<file path="config.mk">
export PLATFORM = sky130hd
export DESIGN_NAME = ntp_seconds_to_civil_datetime
export DESIGN_NICKNAME = d
export VERILOG_FILES = /design/src/design/ntpcd_pkg.sv /design/src/design/ntpcd_ctrl.sv /design/src/design/ntpcd_datapath.sv /design/src/design/ntp_seconds_to_civil_datetime.sv
export SDC_FILE = /design/constraint.sdc
export NUM_CORES = 2
export LEC_CHECK = 0
export ABC_CLOCK_PERIOD_IN_PS = 6700
export BUFFER_PORTS_ARGS = -buffer_cell sky130_fd_sc_hd__buf_2
export CAP_MARGIN = 10
export CORE_MARGIN = 1.5
export CORE_UTILIZATION = 55
export CTS_CLUSTER_SIZE = 40
export DETAILED_ROUTE_END_ITERATION = 8
export PLACE_DENSITY = 0.77
export SLEW_MARGIN = 15
export SYNTH_ARGS = -nofsm -noshare
export SYNTH_HDL_FRONTEND = slang
export SYNTH_HIERARCHICAL = 1
export SYNTH_SLANG_ARGS = --single-unit
</file>
<file path="constraint.sdc">
create_clock -name aclk -period 6.7 [get_ports aclk]
set_clock_uncertainty 0.15 [all_clocks]
set_input_delay 0 -clock aclk [delete_from_list [all_inputs] [get_ports aclk]]
set_output_delay 0 -clock aclk [all_outputs]
set_load 0.01 [all_outputs]
</file>
<file path="src/design/ntpcd_pkg.sv">
// Package with shared types, constants and calendar helpers for the NTP date/time converter.
package ntpcd_pkg;

    // Field widths fixed by the interface.
    localparam int NTP_W    = 32;
    localparam int OFF_W    = 11;
    localparam int DAY_W    = 5;
    localparam int MONTH_W  = 4;
    localparam int YEAR_W   = 11;
    localparam int HOUR_W   = 5;
    localparam int MIN_W    = 6;
    localparam int SEC_W    = 6;
    localparam int TDATA_W  = 40;

    // Internal widths: seconds since 1970 fit in 31 bits, days in 15 bits.
    localparam int SECS_W   = 31;
    localparam int DAYS_W   = 15;
    localparam int SUM_W    = 34;

    localparam logic [NTP_W-1:0] UNIX_EPOCH_NTP = 32'd2208988800;

    localparam int SECS_PER_DAY  = 86400;
    localparam int SECS_PER_HOUR = 3600;
    localparam int SECS_PER_MIN  = 60;

    // Quotient bit counts of the three divisions.
    localparam int DAY_QB  = 15;
    localparam int HOUR_QB = 5;
    localparam int MIN_QB  = 6;

    // Each division drops the power-of-two factor of its divisor first, then
    // multiplies by a rounded-up reciprocal and keeps the top bits. The
    // constants are exact over the operand ranges given beside them.
    localparam int DAY_PRE    = 7;                   // 86400 = 128 * 675
    localparam int DAY_X_W    = SECS_W - DAY_PRE;    // seconds / 128, 24 bits
    localparam int DAY_RCP_W  = 25;
    localparam int DAY_RCP_SH = 34;
    localparam int DAY_P_W    = DAY_X_W + DAY_RCP_W;
    localparam logic [DAY_RCP_W-1:0] DAY_RCP = 25'd25451659;

    localparam int TOD_W       = 17;                 // time of day, below 86400
    localparam int HOUR_PRE    = 4;                  // 3600 = 16 * 225
    localparam int HOUR_X_W    = TOD_W - HOUR_PRE;
    localparam int HOUR_RCP_W  = 14;
    localparam int HOUR_RCP_SH = 21;
    localparam int HOUR_P_W    = HOUR_X_W + HOUR_RCP_W;
    localparam logic [HOUR_RCP_W-1:0] HOUR_RCP = 14'd9321;

    localparam int MINS_W     = 12;                  // seconds within the hour, below 3600
    localparam int MIN_PRE    = 2;                   // 60 = 4 * 15
    localparam int MIN_X_W    = MINS_W - MIN_PRE;
    localparam int MIN_RCP_W  = 11;
    localparam int MIN_RCP_SH = 14;
    localparam int MIN_P_W    = MIN_X_W + MIN_RCP_W;
    localparam logic [MIN_RCP_W-1:0] MIN_RCP = 11'd1093;

    // Calendar starting point and its residues modulo 100 and 400.
    localparam logic [YEAR_W-1:0] YEAR_BASE = 11'd1970;
    localparam logic [6:0]        Y100_BASE = 7'd70;
    localparam logic [8:0]        Y400_BASE = 9'd370;
    localparam logic [6:0]        Y100_LAST = 7'd99;
    localparam logic [8:0]        Y400_LAST = 9'd399;

    localparam logic [MONTH_W-1:0] MONTH_JAN = 4'd0;
    localparam logic [MONTH_W-1:0] MONTH_FEB = 4'd1;
    localparam logic [MONTH_W-1:0] MONTH_APR = 4'd3;
    localparam logic [MONTH_W-1:0] MONTH_JUN = 4'd5;
    localparam logic [MONTH_W-1:0] MONTH_SEP = 4'd8;
    localparam logic [MONTH_W-1:0] MONTH_NOV = 4'd10;
    localparam logic [MONTH_W-1:0] MONTH_DEC = 4'd11;

    typedef enum logic [3:0] {
        ST_IDLE,
        ST_DIV_DAY,
        ST_HOUR_START,
        ST_DIV_HOUR,
        ST_MIN_START,
        ST_DIV_MIN,
        ST_CAL_START,
        ST_YEAR,
        ST_MONTH,
        ST_FINISH
    } ntpcd_state_t;

    typedef struct packed {
        logic load;
        logic div_day;
        logic start_hour;
        logic div_hour;
        logic start_min;
        logic div_min;
        logic cal_start;
        logic year_step;
        logic month_step;
        logic emit;
    } ntpcd_cmd_t;

    typedef struct packed {
        logic year_done;
        logic month_done;
        logic out_free;
    } ntpcd_status_t;

    // Length in days of a zero-based month.
    function automatic logic [DAY_W-1:0] month_len(input logic [MONTH_W-1:0] m,
                                                   input logic leap);
        logic [DAY_W-1:0] len;
        unique case (m) inside
            MONTH_FEB:                               len = leap ? 5'd29 : 5'd28;
            MONTH_APR, MONTH_JUN, MONTH_SEP, MONTH_NOV: len = 5'd30;
            default:                                 len = 5'd31;
        endcase
        return len;
    endfunction

endpackage

</file>
<file path="src/design/ntpcd_ctrl.sv">
// Controller state machine that sequences the divisions and calendar walk.
module ntpcd_ctrl (
    input  logic                    aclk,
    input  logic                    aresetn,
    input  logic                    s_tvalid,
    output logic                    s_tready,
    input  ntpcd_pkg::ntpcd_status_t status,
    output ntpcd_pkg::ntpcd_cmd_t    cmd
);
    import ntpcd_pkg::*;

    ntpcd_state_t state_reg, state_next;

    always_ff @(posedge aclk) begin
        if (!aresetn) begin
            state_reg <= ST_IDLE;
        end else begin
            state_reg <= state_next;
        end
    end

    always_comb begin
        state_next = state_reg;
        unique case (state_reg)
            ST_IDLE:       if (s_tvalid) state_next = ST_DIV_DAY;
            ST_DIV_DAY:    state_next = ST_HOUR_START;
            ST_HOUR_START: state_next = ST_DIV_HOUR;
            ST_DIV_HOUR:   state_next = ST_MIN_START;
            ST_MIN_START:  state_next = ST_DIV_MIN;
            ST_DIV_MIN:    state_next = ST_CAL_START;
            ST_CAL_START:  state_next = ST_YEAR;
            ST_YEAR:       if (status.year_done) state_next = ST_MONTH;
            ST_MONTH:      if (status.month_done) state_next = ST_FINISH;
            ST_FINISH:     if (status.out_free) state_next = ST_IDLE;
            default:       state_next = ST_IDLE;
        endcase
    end

    always_comb begin
        cmd      = '0;
        s_tready = 1'b0;
        unique case (state_reg)
            ST_IDLE: begin
                s_tready = 1'b1;
                cmd.load = s_tvalid;
            end
            ST_DIV_DAY:    cmd.div_day    = 1'b1;
            ST_HOUR_START: cmd.start_hour = 1'b1;
            ST_DIV_HOUR:   cmd.div_hour   = 1'b1;
            ST_MIN_START:  cmd.start_min  = 1'b1;
            ST_DIV_MIN:    cmd.div_min    = 1'b1;
            ST_CAL_START:  cmd.cal_start  = 1'b1;
            ST_YEAR:       cmd.year_step  = !status.year_done;
            ST_MONTH:      cmd.month_step = !status.month_done;
            ST_FINISH:     cmd.emit       = status.out_free;
            default: begin
                cmd = '0;
            end
        endcase
    end

endmodule

</file>
<file path="src/design/ntpcd_datapath.sv">
// Datapath: offset register, reciprocal dividers, year and month walk, output register.
module ntpcd_datapath (
    input  logic                               aclk,
    input  logic                               aresetn,
    input  logic                               cfg_wr_en,
    input  logic signed [ntpcd_pkg::OFF_W-1:0] cfg_wr_data,
    input  logic [ntpcd_pkg::NTP_W-1:0]        ntp_seconds,
    input  ntpcd_pkg::ntpcd_cmd_t              cmd,
    output ntpcd_pkg::ntpcd_status_t           status,
    output logic                               m_tvalid,
    input  logic                               m_tready,
    output logic [ntpcd_pkg::TDATA_W-1:0]      m_tdata,
    output logic                               m_tuser
);
    import ntpcd_pkg::*;

    logic signed [OFF_W-1:0] utc_off_reg;

    logic [SECS_W-1:0] rem_reg, rem_next;
    logic [DAY_QB-1:0] quo_reg, quo_next;
    logic              valid_reg, valid_next;

    logic [DAYS_W-1:0]  days_reg, days_next;
    logic [YEAR_W-1:0]  year_reg, year_next;
    logic [6:0]         y100_reg, y100_next;
    logic [8:0]         y400_reg, y400_next;
    logic [MONTH_W-1:0] month_reg, month_next;
    logic [HOUR_W-1:0]  hour_reg, hour_next;
    logic [MIN_W-1:0]   min_reg, min_next;
    logic [SEC_W-1:0]   sec_reg, sec_next;

    logic               out_valid_reg, out_valid_next;
    logic               out_user_reg;
    logic [TDATA_W-1:0] out_data_reg;

    logic signed [SUM_W-1:0] off_ext, off_sec, base, sum;
    logic [SECS_W-1:0]       secs;
    logic [DAY_P_W-1:0]      day_prod;
    logic [HOUR_P_W-1:0]     hour_prod;
    logic [MIN_P_W-1:0]      min_prod;
    logic [SECS_W-1:0]       day_back, hour_back, min_back;
    logic                    leap;
    logic [8:0]              ylen;
    logic [DAY_W-1:0]        mlen;
    logic [DAY_W-1:0]        day_out;
    logic [MONTH_W-1:0]      month_out;

    // Seconds since 1970 in local time, clamped at zero.
    always_comb begin
        off_ext = {{(SUM_W - OFF_W){utc_off_reg[OFF_W-1]}}, utc_off_reg};
        off_sec = (off_ext <<< 6) - (off_ext <<< 2);
        base    = $signed({2'b00, ntp_seconds}) - $signed({2'b00, UNIX_EPOCH_NTP});
        sum     = base + off_sec;
        secs    = sum[SUM_W-1] ? '0 : sum[SECS_W-1:0];
    end

    // Quotients by reciprocal multiplication; the remainder follows in the next
    // cycle from the registered quotient.
    always_comb begin
        day_prod  = DAY_P_W'(rem_reg[SECS_W-1:DAY_PRE]) * DAY_P_W'(DAY_RCP);
        hour_prod = HOUR_P_W'(rem_reg[TOD_W-1:HOUR_PRE]) * HOUR_P_W'(HOUR_RCP);
        min_prod  = MIN_P_W'(rem_reg[MINS_W-1:MIN_PRE]) * MIN_P_W'(MIN_RCP);
        day_back  = SECS_W'(quo_reg) * SECS_W'(SECS_PER_DAY);
        hour_back = SECS_W'(quo_reg) * SECS_W'(SECS_PER_HOUR);
        min_back  = SECS_W'(quo_reg) * SECS_W'(SECS_PER_MIN);
    end

    always_comb begin
        leap = ((year_reg[1:0] == 2'b00) && (y100_reg != 7'd0)) || (y400_reg == 9'd0);
        ylen = leap ? 9'd366 : 9'd365;
        mlen = month_len(month_reg, leap);
    end

    always_comb begin
        status.year_done  = (days_reg < DAYS_W'(ylen));
        status.month_done = (month_reg == MONTH_DEC) || (days_reg < DAYS_W'(mlen));
        status.out_free   = !out_valid_reg || m_tready;
    end

    always_comb begin
        rem_next   = rem_reg;
        quo_next   = quo_reg;
        valid_next = valid_reg;
        days_next  = days_reg;
        year_next  = year_reg;
        y100_next  = y100_reg;
        y400_next  = y400_reg;
        month_next = month_reg;
        hour_next  = hour_reg;
        min_next   = min_reg;
        sec_next   = sec_reg;

        if (cmd.load) begin
            rem_next   = secs;
            valid_next = (ntp_seconds >= UNIX_EPOCH_NTP);
        end
        if (cmd.div_day) begin
            quo_next = day_prod[DAY_RCP_SH +: DAY_QB];
        end
        if (cmd.start_hour) begin
            days_next = quo_reg;
            rem_next  = rem_reg - day_back;
        end
        if (cmd.div_hour) begin
            quo_next = DAY_QB'(hour_prod[HOUR_RCP_SH +: HOUR_QB]);
        end
        if (cmd.start_min) begin
            hour_next = quo_reg[HOUR_W-1:0];
            rem_next  = rem_reg - hour_back;
        end
        if (cmd.div_min) begin
            quo_next = DAY_QB'(min_prod[MIN_RCP_SH +: MIN_QB]);
        end
        if (cmd.cal_start) begin
            min_next   = quo_reg[MIN_W-1:0];
            sec_next   = SEC_W'(rem_reg - min_back);
            year_next  = YEAR_BASE;
            y100_next  = Y100_BASE;
            y400_next  = Y400_BASE;
            month_next = MONTH_JAN;
        end
        if (cmd.year_step) begin
            days_next = days_reg - DAYS_W'(ylen);
            year_next = year_reg + YEAR_W'(1);
            y100_next = (y100_reg == Y100_LAST) ? 7'd0 : (y100_reg + 7'd1);
            y400_next = (y400_reg == Y400_LAST) ? 9'd0 : (y400_reg + 9'd1);
        end
        if (cmd.month_step) begin
            days_next  = days_reg - DAYS_W'(mlen);
            month_next = month_reg + MONTH_W'(1);
        end
    end

    always_comb begin
        day_out   = days_reg[DAY_W-1:0] + DAY_W'(1);
        month_out = month_reg + MONTH_W'(1);
    end

    always_comb begin
        out_valid_next = out_valid_reg;
        if (cmd.emit) begin
            out_valid_next = 1'b1;
        end else if (m_tready) begin
            out_valid_next = 1'b0;
        end
    end

    always_ff @(posedge aclk) begin
        if (!aresetn) begin
            utc_off_reg   <= '0;
            out_valid_reg <= 1'b0;
        end else begin
            if (cfg_wr_en) begin
                utc_off_reg <= cfg_wr_data;
            end
            out_valid_reg <= out_valid_next;
        end
    end

    always_ff @(posedge aclk) begin
        rem_reg   <= rem_next;
        quo_reg   <= quo_next;
        valid_reg <= valid_next;
        days_reg  <= days_next;
        year_reg  <= year_next;
        y100_reg  <= y100_next;
        y400_reg  <= y400_next;
        month_reg <= month_next;
        hour_reg  <= hour_next;
        min_reg   <= min_next;
        sec_reg   <= sec_next;
        if (cmd.emit) begin
            out_user_reg <= valid_reg;
            if (valid_reg) begin
                out_data_reg <= {3'b000, sec_reg, min_reg, hour_reg,
                                 year_reg, month_out, day_out};
            end else begin
                out_data_reg <= '0;
            end
        end
    end

    assign m_tvalid = out_valid_reg;
    assign m_tdata  = out_data_reg;
    assign m_tuser  = out_user_reg;

endmodule

</file>
<file path="src/design/ntp_seconds_to_civil_datetime.sv">
// Top level of the NTP seconds to civil date and time converter.
//
//  Channel   Direction  Payload                                   Handshake
//  s_*       in         tdata[31:0] ntp_seconds                   tvalid/tready
//  m_*       out        tdata: day, month, year, hour, min, sec   tvalid/tready
//                       tuser: valid_res
//  cfg_*     in         wr_data[10:0] utc_offset_minutes (signed) wr_en only
//
// One item is converted at a time. After the input transfer the block finds the day
// count, the hour and the minute in turn; each is a reciprocal multiplication into
// the quotient register and then the remainder step. Years and months are walked
// one per cycle after that, up to 66 whole years past 1970, then the months.
// Reset is synchronous and active low; it clears the offset register to zero and
// empties the output register. The result waits in the output register while the
// next input transfer is taken; a stalled result only holds back the following one.
module ntp_seconds_to_civil_datetime (
    input  logic                               aclk,
    input  logic                               aresetn,
    // Configuration: utc_offset_minutes.
    input  logic                               cfg_wr_en,
    input  logic signed [ntpcd_pkg::OFF_W-1:0] cfg_wr_data,
    // Input stream.
    input  logic                               s_tvalid,
    output logic                               s_tready,
    input  logic [ntpcd_pkg::NTP_W-1:0]        s_tdata,   // [31:0] ntp_seconds
    // Result stream.
    output logic                               m_tvalid,
    input  logic                               m_tready,
    // [4:0] day_of_month, [8:5] month_number, [19:9] year_number,
    // [24:20] hour_of_day, [30:25] minute_of_hour, [36:31] second_of_minute,
    // [39:37] zero.
    output logic [ntpcd_pkg::TDATA_W-1:0]      m_tdata,
    output logic                               m_tuser    // [0] valid_res
);
    import ntpcd_pkg::*;

    ntpcd_cmd_t    cmd;
    ntpcd_status_t status;

    // The controller steps through the divisions and the calendar walk.
    ntpcd_ctrl u_ctrl (
        .aclk     (aclk),
        .aresetn  (aresetn),
        .s_tvalid (s_tvalid),
        .s_tready (s_tready),
        .status   (status),
        .cmd      (cmd)
    );

    // The datapath holds the offset, the working registers and the output register.
    ntpcd_datapath u_datapath (
        .aclk        (aclk),
        .aresetn     (aresetn),
        .cfg_wr_en   (cfg_wr_en),
        .cfg_wr_data (cfg_wr_data),
        .ntp_seconds (s_tdata),
        .cmd         (cmd),
        .status      (status),
        .m_tvalid    (m_tvalid),
        .m_tready    (m_tready),
        .m_tdata     (m_tdata),
        .m_tuser     (m_tuser)
    );

endmodule

</file>
==> results.toml <==
[outcome]
status = "finished, violations left"
violations = "setup timing"

[clock_network]
htreeDepth = 4
clk_pin_slew_ps = 70
clockBufferDepth = 2
clock_sinks = 164
clkLatencyLatePin_ps = 460
cts_root_buffer = "clkbuf_16"
cts_buffers = 17
cts_tree = "done"

[hold_path]
min_path_type = "input pin to flop"

[layout]
stdcell_area_sq_mm = 0.0329
finalNetCount = 4203
largest_register_ffs = 37
drive_above_1_share = 0.140
syn_to_final_growth_pct = 15.0
num_antenna_cells = 0

[global_routing]
antenna_found_initial = 2
grt_max_degree = 53
busiest_layer = "met2"
grt_first_pass_wirelength_um = 125000
grtUsageMet3 = 0.0395
overflow = 0
met1_usage = 0.397
grt_use_met2 = 0.504
first_global_vias = 23100
grt_usage = 0.302

[synthesis]
yosys_warnings = 6
yosysSeqAreaShare = 0.164
synth_cell_type_count = 92
syn_area_sq_mm = 0.0286
synth_edf_count = 139
synth.avg_cell_area_sq_um = 9.67
async_reset_ff_frac = 0
synth_ff_type = "edfxtp_1"
synth_cells = 2953
ys_ff_latch = 164

[run]
max_cap_viol_count = 0

[timing]
tightest_slew_ps = 988
slew_headroom = 0.336
fin_tns_setup_ps = -21.0
setup_violations = 2
finalCriticalPeriod_ps = 6720
max_freq_ghz = 0.149
setup_ws_ps = -16.0
holdWs_ps = 174
rsz0062_at_grt = "true"
finalMaxSlewViolations = 0
timing.final.crit_share = 1.00
finalHoldViolations = 0

[placement]
place_congestion = 1.00
dp_hpwl_um = 66300
port_buffers = 87
postPlaceCellArea_sq_mm = 0.0310

[detailed_routing]
drtAntennaViolNets = 0
vias_per_cell = 5.74
wl_per_cell_um = 20.3
finalWirelength_um = 80200
drt_iter0_drc = 1829
first_pass_iters = 5
drc = 0
via_count = 22700

[setup_path]
path_class = "flop to flop"
arrival_ps = 6890
end_kind = "flop"
start_kind = "flop"
worstPathMaxFanout = 7
required_ps = 6880

[die]
die_x_um = 231
rows = 83
floorplan.initialDensity = 0.557
fp.dieArea_sq_mm = 0.0533
io_pins = 91
die_h_um = 231
core_area_sq_mm = 0.0513
-- metal layers --
layer  vias up  part of all wire
met5         -           0.00044
met4         2             0.044
met3       173             0.059
met2       802              0.47
met1     11000              0.42
li1      10600                 -
-- critical path: stages, from the launching register on --
cell,delay [ps]
edfxtp_1,470
buf_4,180
buf_6,140
ha_4,230
buf_4,150
fa_1,500
inv_1,50
fa_1,520
inv_1,50
fa_1,460
fa_2,540
inv_1,50
fa_2,360
ha_1,220
ha_1,310
a21o_1,180
a21o_1,170
a21o_1,240
o41ai_2,370
a31oi_2,70
buf_6,160
a221oi_4,290
o211ai_2,180
o31ai_4,300
xnor2_2,140
o22ai_2,70
-- cell usage after synthesis, drive strengths merged, types with 48 or more instances --
| cell type | n | area [sq um] |
|---|---|---|
| ha | 632 | 7910 |
| inv | 573 | 2150 |
| fa | 270 | 5410 |
| a21oi | 140 | 708 |
| edfxtp | 139 | 4170 |
| xnor2 | 136 | 1190 |
| o21ai | 99 | 495 |
| nand2 | 98 | 368 |
| nor2 | 94 | 353 |
| a21o | 73 | 548 |
| xor2 | 73 | 639 |
| and2 | 53 | 332 |
| nand3 | 48 | 240 |
-- stage by stage --
stage / util / std cells / worst slack, ps
5_1_grt: 0.641 / 3946 / -206
3_3_place_gp: 0.604 / 3845 / -137
3_5_place_dp: 0.604 / 3845 / -297
6_report: 0.641 / 3946 / -16.0
2_1_floorplan: - / 2955 / 132
4_1_cts: 0.626 / 3932 / 0.828
-- final cells by class --
type,instances,area (sq um)
Inverter,574,2150
Sequential cell,164,4670
Tap cell,680,851
Multi-Input combinational cell,2164,22200
Clock inverter,13,125
Timing Repair Buffer,332,2410
Fill cell,4034,18400
Clock buffer,19,433
-- logic make-up (layout without fill, tap and decap cells) --
family,after synthesis,after routing,share of synthesized area
adders and majority gates,902,902,0.466
buffers and inverters,627,938,0.0838
and+or+nand+nor,521,521,0.0957
AOI/OAI and AO/OA,509,509,0.120
xor gates and xnor gates,209,209,0.0641
DFF,164,164,0.164
muxes,20,20,0.00705
other,1,3,0.000131
-- final timing paths --
kind	start	to	slack, ps	depth (start not counted)
worst max-delay path	u_datapath/rem_reg[30]$_DFFE_PP_	u_datapath/quo_reg[14]$_SDFFE_PP0P_	-20	25
worst min-delay path	s_tdata[30]	u_datapath/valid_reg$_DFFE_PP_	170	2
worst max register to register	u_datapath/rem_reg[30]$_DFFE_PP_	u_datapath/quo_reg[14]$_SDFFE_PP0P_	-20	25
worst min register to register	u_datapath/sec_reg[0]$_DFFE_PP_	u_datapath/m_tdata[31]$_SDFFCE_PN0P_	370	1
-- cell usage in the layout, fill, tap and decap left out, drive strengths merged, types with 11 or more instances in the layout --
cell type and n:
nor3 44, buf 292, nand2 98, or2 11, and2 53, clkbuf 19, xor2 73, nor4 14
mux2i 19, dlygate4sd3 40, fa 270, nand2b 30, a221oi 18, nand4 18, a211oi 14, ha 632
o21ai 99, a21oi 140, xnor2 136, nand3 48, nor2 94, and3 28, edfxtp 139, o21bai 16
a21boi 11, dfxtp 25, o22ai 13, a21o 73, a31oi 27, nor2b 42, or3 16, inv 578
o21a 18
-- what timing repair did --
item | CTS | global route
gates resized for setup | 19 | 118
setup buffers | 15 | 17
endpoints found under the setup margin | 14 | 22
endpoints found under the hold margin | 19 | 0
cloned | 0 | 0
hold buffers | 40 | 0
pin swaps | 28 | 127
Power is not shown: default switching activity piles up to over one toggle a cycle in this logic, so the estimate is an artifact.
